==> config.mk <==
export PLATFORM = sky130hd
export DESIGN_NAME = ntc_adc_to_temperature_core
export DESIGN_NICKNAME = d
export VERILOG_FILES = /design/src/sv/ntc_a2t_pkg.sv /design/src/sv/ntc_adc_to_temperature_core.sv /design/src/sv/ntc_a2t_tbl.sv /design/src/sv/ntc_a2t_alu.sv
export SDC_FILE = /design/constraint.sdc
export NUM_CORES = 2
export LEC_CHECK = 0
export BUFFER_PORTS_ARGS = -buffer_cell sky130_fd_sc_hd__buf_4
export CORE_ASPECT_RATIO = 0.6
export CORE_MARGIN = 2
export CORE_UTILIZATION = 65
export DETAILED_ROUTE_END_ITERATION = 6
export PLACE_DENSITY = 0.85
export SYNTH_ARGS = -nofsm -noshare
export SYNTH_HDL_FRONTEND = slang
export SYNTH_HIERARCHICAL = 1
export SYNTH_SLANG_ARGS = --single-unit
==> constraint.sdc <==
create_clock -name clk -period 12.8 [get_ports clk]
set_clock_uncertainty 0.2 [all_clocks]
set_input_delay 3.84 -clock clk [delete_from_list [all_inputs] [get_ports clk]]
set_output_delay 3.84 -clock clk [all_outputs]
set_load 0.02 [all_outputs]
==> src/sv/ntc_a2t_pkg.sv <==
// Shared constants and types for the thermistor ADC to temperature converter.
`timescale 1ns / 1ps
package ntc_a2t_pkg;

  // Default sizes
  localparam int TABLE_SIZE_DEF  = 141;
  localparam int SAMPLE_BITS_DEF = 12;

  // Fixed field widths
  localparam int INDEX_BITS = 8;
  localparam int TEMP_BITS  = 11;

  // Interpolation fraction: hundredths of a degree, 0..100
  localparam int FRAC_BITS = 7;
  localparam logic [FRAC_BITS-1:0] FRAC_FULL = FRAC_BITS'(100);
  localparam int KW = $clog2(FRAC_BITS);

  // Tenths per table step, and reciprocal of ten for the fraction
  localparam int DEG_TENTHS  = 10;
  localparam int RECIP_TEN   = 205;
  localparam int RECIP_SHIFT = 11;
  localparam int RECIP_W     = FRAC_BITS + 8;

  // Result ceiling
  localparam int TEMP_MAX = 2047;

  // Operation codes
  localparam logic OP_WRITE   = 1'b0;
  localparam logic OP_CONVERT = 1'b1;

  // Sequencer states
  typedef enum logic [3:0] {
    S_IDLE,
    S_FIRST,
    S_LAST,
    S_CHK_LO,
    S_CHK_HI,
    S_SEARCH,
    S_T_LO,
    S_T_HI,
    S_SPAN_NEG,
    S_DIFF_POS,
    S_DIFF_NEG,
    S_CLAMP,
    S_DIV,
    S_DONE
  } state_t;

endpackage

==> src/sv/ntc_adc_to_temperature_core.sv <==
// Thermistor ADC sample to temperature converter: sequencer and top level.
`timescale 1ns / 1ps
// Converts a thermistor ADC sample to temperature in tenths of a degree by binary search
// over a calibration table of one entry per degree, then linear interpolation. Table
// entries are loaded through the same input channel (op write); a write beat gives no
// result, and every entry a conversion reads must have been written first. A conversion
// beat holds in_stall high until its result is loaded into the output register: the
// first and last entries are read and the sample is checked against them, which ends an
// out-of-range sample; otherwise a binary search finds the bracketing pair, which is
// fetched to form span and offset, then a restoring division forms the fraction (skipped
// when the fraction saturates or the span is zero), and the result waits until an earlier
// result still stalled in the output register has been taken.
// The rate is set by the single subtract/compare unit that most steps share and by the
// one read per cycle of the table memory. A finished result waits in the output register
// while the next beat is taken.
module ntc_adc_to_temperature_core #(
  parameter int TABLE_SIZE  = ntc_a2t_pkg::TABLE_SIZE_DEF,
  parameter int SAMPLE_BITS = ntc_a2t_pkg::SAMPLE_BITS_DEF
) (
  input  logic                                clk,
  input  logic                                rst_n,
  input  logic                                in_valid,
  output logic                                in_stall,
  input  logic                                in_op,
  input  logic [ntc_a2t_pkg::INDEX_BITS-1:0]  in_entry_index,
  input  logic [SAMPLE_BITS-1:0]              in_entry_value,
  input  logic [SAMPLE_BITS-1:0]              in_sample,
  output logic                                out_valid,
  input  logic                                out_stall,
  output logic [ntc_a2t_pkg::TEMP_BITS-1:0]   out_temp_tenths,
  output logic                                out_out_of_range
);

  import ntc_a2t_pkg::*;

  localparam int IW = (TABLE_SIZE > 2) ? $clog2(TABLE_SIZE) : 1;
  localparam int AW = SAMPLE_BITS + FRAC_BITS;
  localparam int TW = IW + TEMP_BITS;
  localparam logic [IW-1:0] LAST_IDX = IW'(TABLE_SIZE - 1);

  // Control state
  state_t state_r, state_nxt;
  logic   out_valid_r, out_valid_nxt;

  // Payload and working registers
  logic [SAMPLE_BITS-1:0] x_r, x_nxt;
  logic [SAMPLE_BITS-1:0] first_r, first_nxt;
  logic [SAMPLE_BITS-1:0] last_r, last_nxt;
  logic                   rising_r, rising_nxt;
  logic [IW-1:0]          lo_r, lo_nxt;
  logic [IW-1:0]          hi_r, hi_nxt;
  logic [IW-1:0]          mid_r, mid_nxt;
  logic [SAMPLE_BITS-1:0] tlo_r, tlo_nxt;
  logic [SAMPLE_BITS-1:0] thi_r, thi_nxt;
  logic [SAMPLE_BITS-1:0] span_r, span_nxt;
  logic [SAMPLE_BITS-1:0] diff_r, diff_nxt;
  logic [AW-1:0]          num_r, num_nxt;
  logic [KW-1:0]          k_r, k_nxt;
  logic [FRAC_BITS-1:0]   frac_r, frac_nxt;
  logic                   oor_r, oor_nxt;
  logic [TEMP_BITS-1:0]   out_temp_r, out_temp_nxt;
  logic                   out_oor_r, out_oor_nxt;

  // Table and shared unit connections
  logic                   wr_en;
  logic                   rd_en;
  logic [IW-1:0]          rd_addr;
  logic [SAMPLE_BITS-1:0] rd_data;
  logic [AW-1:0]          alu_a, alu_b, alu_diff;
  logic                   alu_ge;

  // Search bounds and probe
  logic [IW-1:0] sel_lo, sel_hi, sel_mid;
  logic [IW:0]   gap, bound_sum;
  logic          gap_gt1;

  // Result formation
  logic [RECIP_W-1:0] frac_scaled;
  logic [TW-1:0]      temp_full;
  logic [TEMP_BITS-1:0] temp_sat;

  logic accept, out_free;

  assign in_stall  = (state_r != S_IDLE);
  assign accept    = in_valid && !in_stall;
  assign out_free  = !out_valid_r || !out_stall;
  assign wr_en     = accept && (in_op == OP_WRITE) &&
                     ({1'b0, in_entry_index} < (INDEX_BITS + 1)'(TABLE_SIZE));

  ntc_a2t_tbl #(
    .DEPTH (TABLE_SIZE),
    .AW    (IW),
    .DW    (SAMPLE_BITS)
  ) u_tbl (
    .clk     (clk),
    .wr_en   (wr_en),
    .wr_addr (in_entry_index[IW-1:0]),
    .wr_data (in_entry_value),
    .rd_en   (rd_en),
    .rd_addr (rd_addr),
    .rd_data (rd_data)
  );

  ntc_a2t_alu #(
    .W (AW)
  ) u_alu (
    .a    (alu_a),
    .b    (alu_b),
    .diff (alu_diff),
    .ge   (alu_ge)
  );

  // Pick the shared unit's operands for this step
  always_comb begin
    alu_a = '0;
    alu_b = '0;
    case (state_r)
      S_LAST: begin
        alu_a = AW'(first_r);
        alu_b = AW'(rd_data);
      end
      S_CHK_LO: begin
        alu_a = AW'(x_r);
        alu_b = rising_r ? AW'(first_r) : AW'(last_r);
      end
      S_CHK_HI: begin
        alu_a = rising_r ? AW'(last_r) : AW'(first_r);
        alu_b = AW'(x_r);
      end
      S_SEARCH: begin
        alu_a = rising_r ? AW'(x_r) : AW'(rd_data);
        alu_b = rising_r ? AW'(rd_data) : AW'(x_r);
      end
      S_T_HI: begin
        alu_a = AW'(rd_data);
        alu_b = AW'(tlo_r);
      end
      S_SPAN_NEG: begin
        alu_a = AW'(tlo_r);
        alu_b = AW'(thi_r);
      end
      S_DIFF_POS: begin
        alu_a = AW'(x_r);
        alu_b = AW'(tlo_r);
      end
      S_DIFF_NEG: begin
        alu_a = AW'(tlo_r);
        alu_b = AW'(x_r);
      end
      S_CLAMP: begin
        alu_a = AW'(diff_r);
        alu_b = AW'(span_r);
      end
      S_DIV: begin
        alu_a = num_r;
        alu_b = AW'(span_r) << k_r;
      end
      default: begin
        alu_a = '0;
        alu_b = '0;
      end
    endcase
  end

  // Narrow the search bracket; a probe at or before the sample in table order keeps the upper half
  always_comb begin
    if (state_r == S_SEARCH) begin
      sel_lo = alu_ge ? mid_r : lo_r;
      sel_hi = alu_ge ? hi_r : mid_r;
    end else begin
      sel_lo = '0;
      sel_hi = LAST_IDX;
    end
    gap       = {1'b0, sel_hi} - {1'b0, sel_lo};
    gap_gt1   = (gap > (IW + 1)'(1));
    bound_sum = {1'b0, sel_lo} + {1'b0, sel_hi};
    sel_mid   = bound_sum[IW:1];
  end

  // Form the result: lo*10 + frac/10, saturated, or zero when out of range
  always_comb begin
    frac_scaled = RECIP_W'(frac_r) * RECIP_W'(RECIP_TEN);
    temp_full   = TW'(lo_r) * TW'(DEG_TENTHS) + TW'(frac_scaled[RECIP_W-1:RECIP_SHIFT]);
    if (oor_r) begin
      temp_sat = '0;
    end else if (temp_full > TW'(TEMP_MAX)) begin
      temp_sat = TEMP_BITS'(TEMP_MAX);
    end else begin
      temp_sat = temp_full[TEMP_BITS-1:0];
    end
  end

  // Next state
  always_comb begin
    state_nxt = state_r;
    case (state_r)
      S_IDLE: begin
        if (accept && (in_op == OP_CONVERT)) begin
          state_nxt = S_FIRST;
        end
      end
      S_FIRST:  state_nxt = S_LAST;
      S_LAST:   state_nxt = S_CHK_LO;
      S_CHK_LO: state_nxt = alu_ge ? S_CHK_HI : S_DONE;
      S_CHK_HI: begin
        if (!alu_ge) begin
          state_nxt = S_DONE;
        end else begin
          state_nxt = gap_gt1 ? S_SEARCH : S_T_LO;
        end
      end
      S_SEARCH:   state_nxt = gap_gt1 ? S_SEARCH : S_T_LO;
      S_T_LO:     state_nxt = S_T_HI;
      S_T_HI:     state_nxt = alu_ge ? S_DIFF_POS : S_SPAN_NEG;
      S_SPAN_NEG: state_nxt = S_DIFF_POS;
      S_DIFF_POS: state_nxt = alu_ge ? S_CLAMP : S_DIFF_NEG;
      S_DIFF_NEG: state_nxt = S_CLAMP;
      S_CLAMP: begin
        if ((span_r == '0) || alu_ge) begin
          state_nxt = S_DONE;
        end else begin
          state_nxt = S_DIV;
        end
      end
      S_DIV: begin
        if (k_r == '0) begin
          state_nxt = S_DONE;
        end
      end
      S_DONE: begin
        if (out_free) begin
          state_nxt = S_IDLE;
        end
      end
      default: state_nxt = S_IDLE;
    endcase
  end

  // Datapath updates and table reads
  always_comb begin
    x_nxt        = x_r;
    first_nxt    = first_r;
    last_nxt     = last_r;
    rising_nxt   = rising_r;
    lo_nxt       = lo_r;
    hi_nxt       = hi_r;
    mid_nxt      = mid_r;
    tlo_nxt      = tlo_r;
    thi_nxt      = thi_r;
    span_nxt     = span_r;
    diff_nxt     = diff_r;
    num_nxt      = num_r;
    k_nxt        = k_r;
    frac_nxt     = frac_r;
    oor_nxt      = oor_r;
    out_temp_nxt = out_temp_r;
    out_oor_nxt  = out_oor_r;
    out_valid_nxt = out_valid_r && out_stall;
    rd_en        = 1'b0;
    rd_addr      = '0;
    case (state_r)
      S_IDLE: begin
        if (accept && (in_op == OP_CONVERT)) begin
          x_nxt    = in_sample;
          oor_nxt  = 1'b0;
          frac_nxt = '0;
          lo_nxt   = '0;
          rd_en    = 1'b1;
          rd_addr  = '0;
        end
      end
      S_FIRST: begin
        first_nxt = rd_data;
        rd_en     = 1'b1;
        rd_addr   = LAST_IDX;
      end
      S_LAST: begin
        last_nxt   = rd_data;
        rising_nxt = !alu_ge;
      end
      S_CHK_LO: begin
        if (!alu_ge) begin
          oor_nxt = 1'b1;
        end
      end
      S_CHK_HI, S_SEARCH: begin
        if ((state_r == S_CHK_HI) && !alu_ge) begin
          oor_nxt = 1'b1;
        end else begin
          lo_nxt  = sel_lo;
          hi_nxt  = sel_hi;
          rd_en   = 1'b1;
          if (gap_gt1) begin
            mid_nxt = sel_mid;
            rd_addr = sel_mid;
          end else begin
            rd_addr = sel_lo;
          end
        end
      end
      S_T_LO: begin
        tlo_nxt = rd_data;
        rd_en   = 1'b1;
        rd_addr = lo_r + IW'(1);
      end
      S_T_HI: begin
        thi_nxt  = rd_data;
        span_nxt = alu_diff[SAMPLE_BITS-1:0];
      end
      S_SPAN_NEG: begin
        span_nxt = alu_diff[SAMPLE_BITS-1:0];
      end
      S_DIFF_POS, S_DIFF_NEG: begin
        diff_nxt = alu_diff[SAMPLE_BITS-1:0];
      end
      S_CLAMP: begin
        if (span_r == '0) begin
          frac_nxt = '0;
        end else if (alu_ge) begin
          frac_nxt = FRAC_FULL;
        end else begin
          num_nxt  = AW'(diff_r) * AW'(FRAC_FULL);
          k_nxt    = KW'(FRAC_BITS - 1);
          frac_nxt = '0;
        end
      end
      S_DIV: begin
        // Restoring step: subtract the shifted span where it fits
        if (alu_ge) begin
          num_nxt  = alu_diff;
          frac_nxt = frac_r | (FRAC_BITS'(1) << k_r);
        end
        k_nxt = k_r - KW'(1);
      end
      S_DONE: begin
        if (out_free) begin
          out_valid_nxt = 1'b1;
          out_temp_nxt  = temp_sat;
          out_oor_nxt   = oor_r;
        end
      end
      default: begin
        rd_en = 1'b0;
      end
    endcase
  end

  // Control registers
  always_ff @(posedge clk) begin
    if (!rst_n) begin
      state_r     <= S_IDLE;
      out_valid_r <= 1'b0;
    end else begin
      state_r     <= state_nxt;
      out_valid_r <= out_valid_nxt;
    end
  end

  // Payload registers
  always_ff @(posedge clk) begin
    x_r        <= x_nxt;
    first_r    <= first_nxt;
    last_r     <= last_nxt;
    rising_r   <= rising_nxt;
    lo_r       <= lo_nxt;
    hi_r       <= hi_nxt;
    mid_r      <= mid_nxt;
    tlo_r      <= tlo_nxt;
    thi_r      <= thi_nxt;
    span_r     <= span_nxt;
    diff_r     <= diff_nxt;
    num_r      <= num_nxt;
    k_r        <= k_nxt;
    frac_r     <= frac_nxt;
    oor_r      <= oor_nxt;
    out_temp_r <= out_temp_nxt;
    out_oor_r  <= out_oor_nxt;
  end

  assign out_valid        = out_valid_r;
  assign out_temp_tenths  = out_temp_r;
  assign out_out_of_range = out_oor_r;

endmodule

==> src/sv/ntc_a2t_tbl.sv <==
// Calibration table memory: one write port, one registered read port.
`timescale 1ns / 1ps
module ntc_a2t_tbl #(
  parameter int DEPTH = 141,
  parameter int AW    = 8,
  parameter int DW    = 12
) (
  input  logic          clk,
  input  logic          wr_en,
  input  logic [AW-1:0] wr_addr,
  input  logic [DW-1:0] wr_data,
  input  logic          rd_en,
  input  logic [AW-1:0] rd_addr,
  output logic [DW-1:0] rd_data
);

  logic [DW-1:0] mem [DEPTH];

  // Store a write beat, register the read data
  always_ff @(posedge clk) begin
    if (wr_en) begin
      mem[wr_addr] <= wr_data;
    end
    if (rd_en) begin
      rd_data <= mem[rd_addr];
    end
  end

endmodule

==> src/sv/ntc_a2t_alu.sv <==
// Shared subtract and compare unit used by most steps of a conversion.
`timescale 1ns / 1ps
module ntc_a2t_alu #(
  parameter int W = 19
) (
  input  logic [W-1:0] a,
  input  logic [W-1:0] b,
  output logic [W-1:0] diff,
  output logic         ge
);

  logic borrow;

  // One subtractor: difference and a >= b from the borrow
  assign {borrow, diff} = {1'b0, a} - {1'b0, b};
  assign ge = ~borrow;

endmodule

==> flow_metrics.tcl <==
set metrics [dict create \
    status "finished, violations left" \
    violations "DRC" \
    syn_area_per_cell_sq_um 18.54 \
    die-area_sq_mm 0.1228 \
    dp_cells 5821 \
    cts_resized 0 \
    required_ps 13110 \
    ant_nets 0 \
    maxSlewViolCount 0 \
    postLayoutCellArea_sq_mm 0.08568 \
    drt_wl_total_um 217400 \
    fp.dieH_um 272.2 \
    grt-ovfl-total 0 \
    num-fill-cells 6663 \
    grt_max_degree 98 \
    path_class "reg2reg" \
    worstMarginPinSlew_ps 1455 \
    netlist_instances 4202 \
    setup_slack_ps 1487 \
    path_clk_slew_ps 60 \
    path_max_fanout 36 \
    layout.cells.non_filler 6122 \
    synthDistinctLibCells 78 \
    min_path_cells 2 \
    num_vias 44410 \
    worstPathArrival_ps 11630 \
    syn_to_final_growth_pct 9.964 \
    wl_per_cell_um 35.51 \
    post-route-drc-count 7 \
    antenna_found_initial 15 \
    cp-end-kind "flop" \
    synth_top_area_share_pct 71.49 \
    cts_tree "done" \
    yosysMostFrequentCell "edfxtp_1" \
    finalNetCount 4571 \
    drt_pass1_iterations 7 \
    cp_slowest_cell "o221ai_4" \
    clockBufferDepth 3 \
    io_buffers 50 \
    detail_route.iter0.violations 8221 \
    yosys_warnings 6 \
    r2r_cells 32 \
    gp_congestion 1.013 \
    ir_drop_mv 0.1589 \
    placementRows 98 \
    numClockSinks 1860 \
    grt_util_all_layers_pct 35.83 \
    max_freq_mhz 88.39 \
    hold_class "reg2reg" \
    cts_setup_buffers 0 \
    period_share_pct 88.38 \
    async_reset_ff_share_pct 0 \
    cts_root_buf "clkbuf_16" \
    syn-num-nets 4389 \
    start_kind "flop" \
    min_period_ps 11310 \
    setup_tns_ps 0 \
    synthTopCellsByArea "edfxtp_1, mux4_2, mux2i_1" \
    die-width_um 451.0 \
    coreArea_sq_mm 0.1191 \
    insertion_delay_ps 810 \
    hold_violations 0 \
    place_hpwl_um 137300 \
    synth_area_sq_mm 0.07792 \
    numCtsBuffers 160 \
    grt_pass1_wl_um 311100 \
    rsz0062_at_grt "no" \
    setup_violations 0 \
    ys_ff_latch 1860 \
    viasPerCell 7.255 \
    synth-seq-area-share_pct 71.62 \
    ios 51 \
    p_per_area_mw_per_mm2 177.6 \
    placed_area_sq_mm 0.08069 \
    holdBufCountCts 0 \
    synth_top_flop_cell "edfxtp_1" \
    synth_edf_count 1855 \
    initial_core_util_pct 65.44 \
    synth_commonest_cells "edfxtp_1, mux4_2, nor2_1" \
    slew-limit-headroom_pct 2.445 \
    p_leak_nw 26.86 \
    maxCapViolations 0 \
    synth_area_leader_cell "edfxtp_1" \
    max_stage_delay_ps 810 \
    dp_slack_ps 2002 \
    drive_above_1_share_pct 19.87 \
    grt_pass1_vias 43030 \
    htree_levels 4 \
]
## flip-flops by register name (all words and copies together), names as in the netlist
register	count
out_valid	1
out_out_of_range	1
u_tbl/rd_data	12
oor_r	1
x_r	12
hi_r	8
mid_r	8
last_r	12
rising_r	1
span_r	12
tlo_r	12
thi_r	12
out_temp_tenths	11
k_r	3
state_r	4
u_tbl/mem	1692
num_r	19
lo_r	8
frac_r	7
first_r	12
diff_r	12
## per-stage QoR
stage	hold WS, ps	power (mW)	util [%]
floorplan	248.7	9.156	-
global placement	399.1	10.30	67.78
detailed placement	406.9	10.37	67.78
CTS	426.9	15.07	71.93
global route	454.5	15.60	71.95
finish	433.8	15.22	71.96
## per-layer routing
layer	vias up	global-route usage, %	share of wire, %
met4	18	10.28	3.0
met1	22470	53.31	36
li1	17400	-	-
met2	4005	48.63	42
met3	514	15.50	19
met5	-	1.067	0.15
## worst max-delay path, delay by kind of cell, from the launching register on
family,cells,cell delay [ps]
flops,1,760
fa+ha+maj,2,570
compound gates,11,4330
buf+inv,5,1320
simple gates,11,2750
mux,3,1030
## final timing paths
kind	from	to	slack [ps]
worst min-delay path	out_valid	out_valid	430
worst max-delay path	state_r[2]	u_tbl/rd_data[2]	1490
worst min register to register	out_valid	out_valid	430
worst max register to register	state_r[2]	u_tbl/rd_data[2]	1490
## layout make-up
class                   count  area (sq um)  share of cell area (%)
clock inverters            84         691.9                  0.8075
multi-input cells        2005         20510                   23.94
well taps                1600          2002                   2.336
repair buffers            242          1958                   2.285
flip-flops and latches   1860         55800                   65.13
diodes                     12         30.03                 0.03505
clock buffers             204          4254                   4.965
inverters                 115         431.7                  0.5038
## report_power, final
part           switching [mW]  internal [mW]  leakage (nW)
clock                    2.19           2.57          2.42
sequential              0.157           6.91          16.7
combinational            2.23           1.17          7.72
## cells by family after synthesis
kind of cell               share of synthesized area [%]
AOI/OAI and AO/OA                                  4.432
xor gates and xnor gates                          0.5958
adders and majority gates                          2.601
buffers and inverters                              2.179
DFF                                                71.62
muxes                                              14.46
and+or+nand+nor                                    4.116
## cells in the final DEF (no fill, tap or decap), types with 13 or more instances in the layout
cell and instances:
nor4_1 18, nor2_1 234, a211oi_1 42, clkinv_2 20, fa_1 20, xor2_1 26
a21oi_1 97, o21a_1 13, a222oi_1 23, xnor2_1 27, a22oi_1 108, buf_4 230
mux2i_1 212, edfxtp_1 1855, clkbuf_16 164, clkinv_1 46, o21ai_0 57, ha_1 130
nand3_1 60, o211ai_1 19, mux4_2 396, and2_1 21, nand2_1 155, nand4_1 20
nand2b_1 18, inv_1 114, clkbuf_1 40, a311oi_1 16, nor2b_1 72, a21o_1 13
mux2_2 20, nor3_1 39
Note: power is estimated with default switching activity, not from simulation.
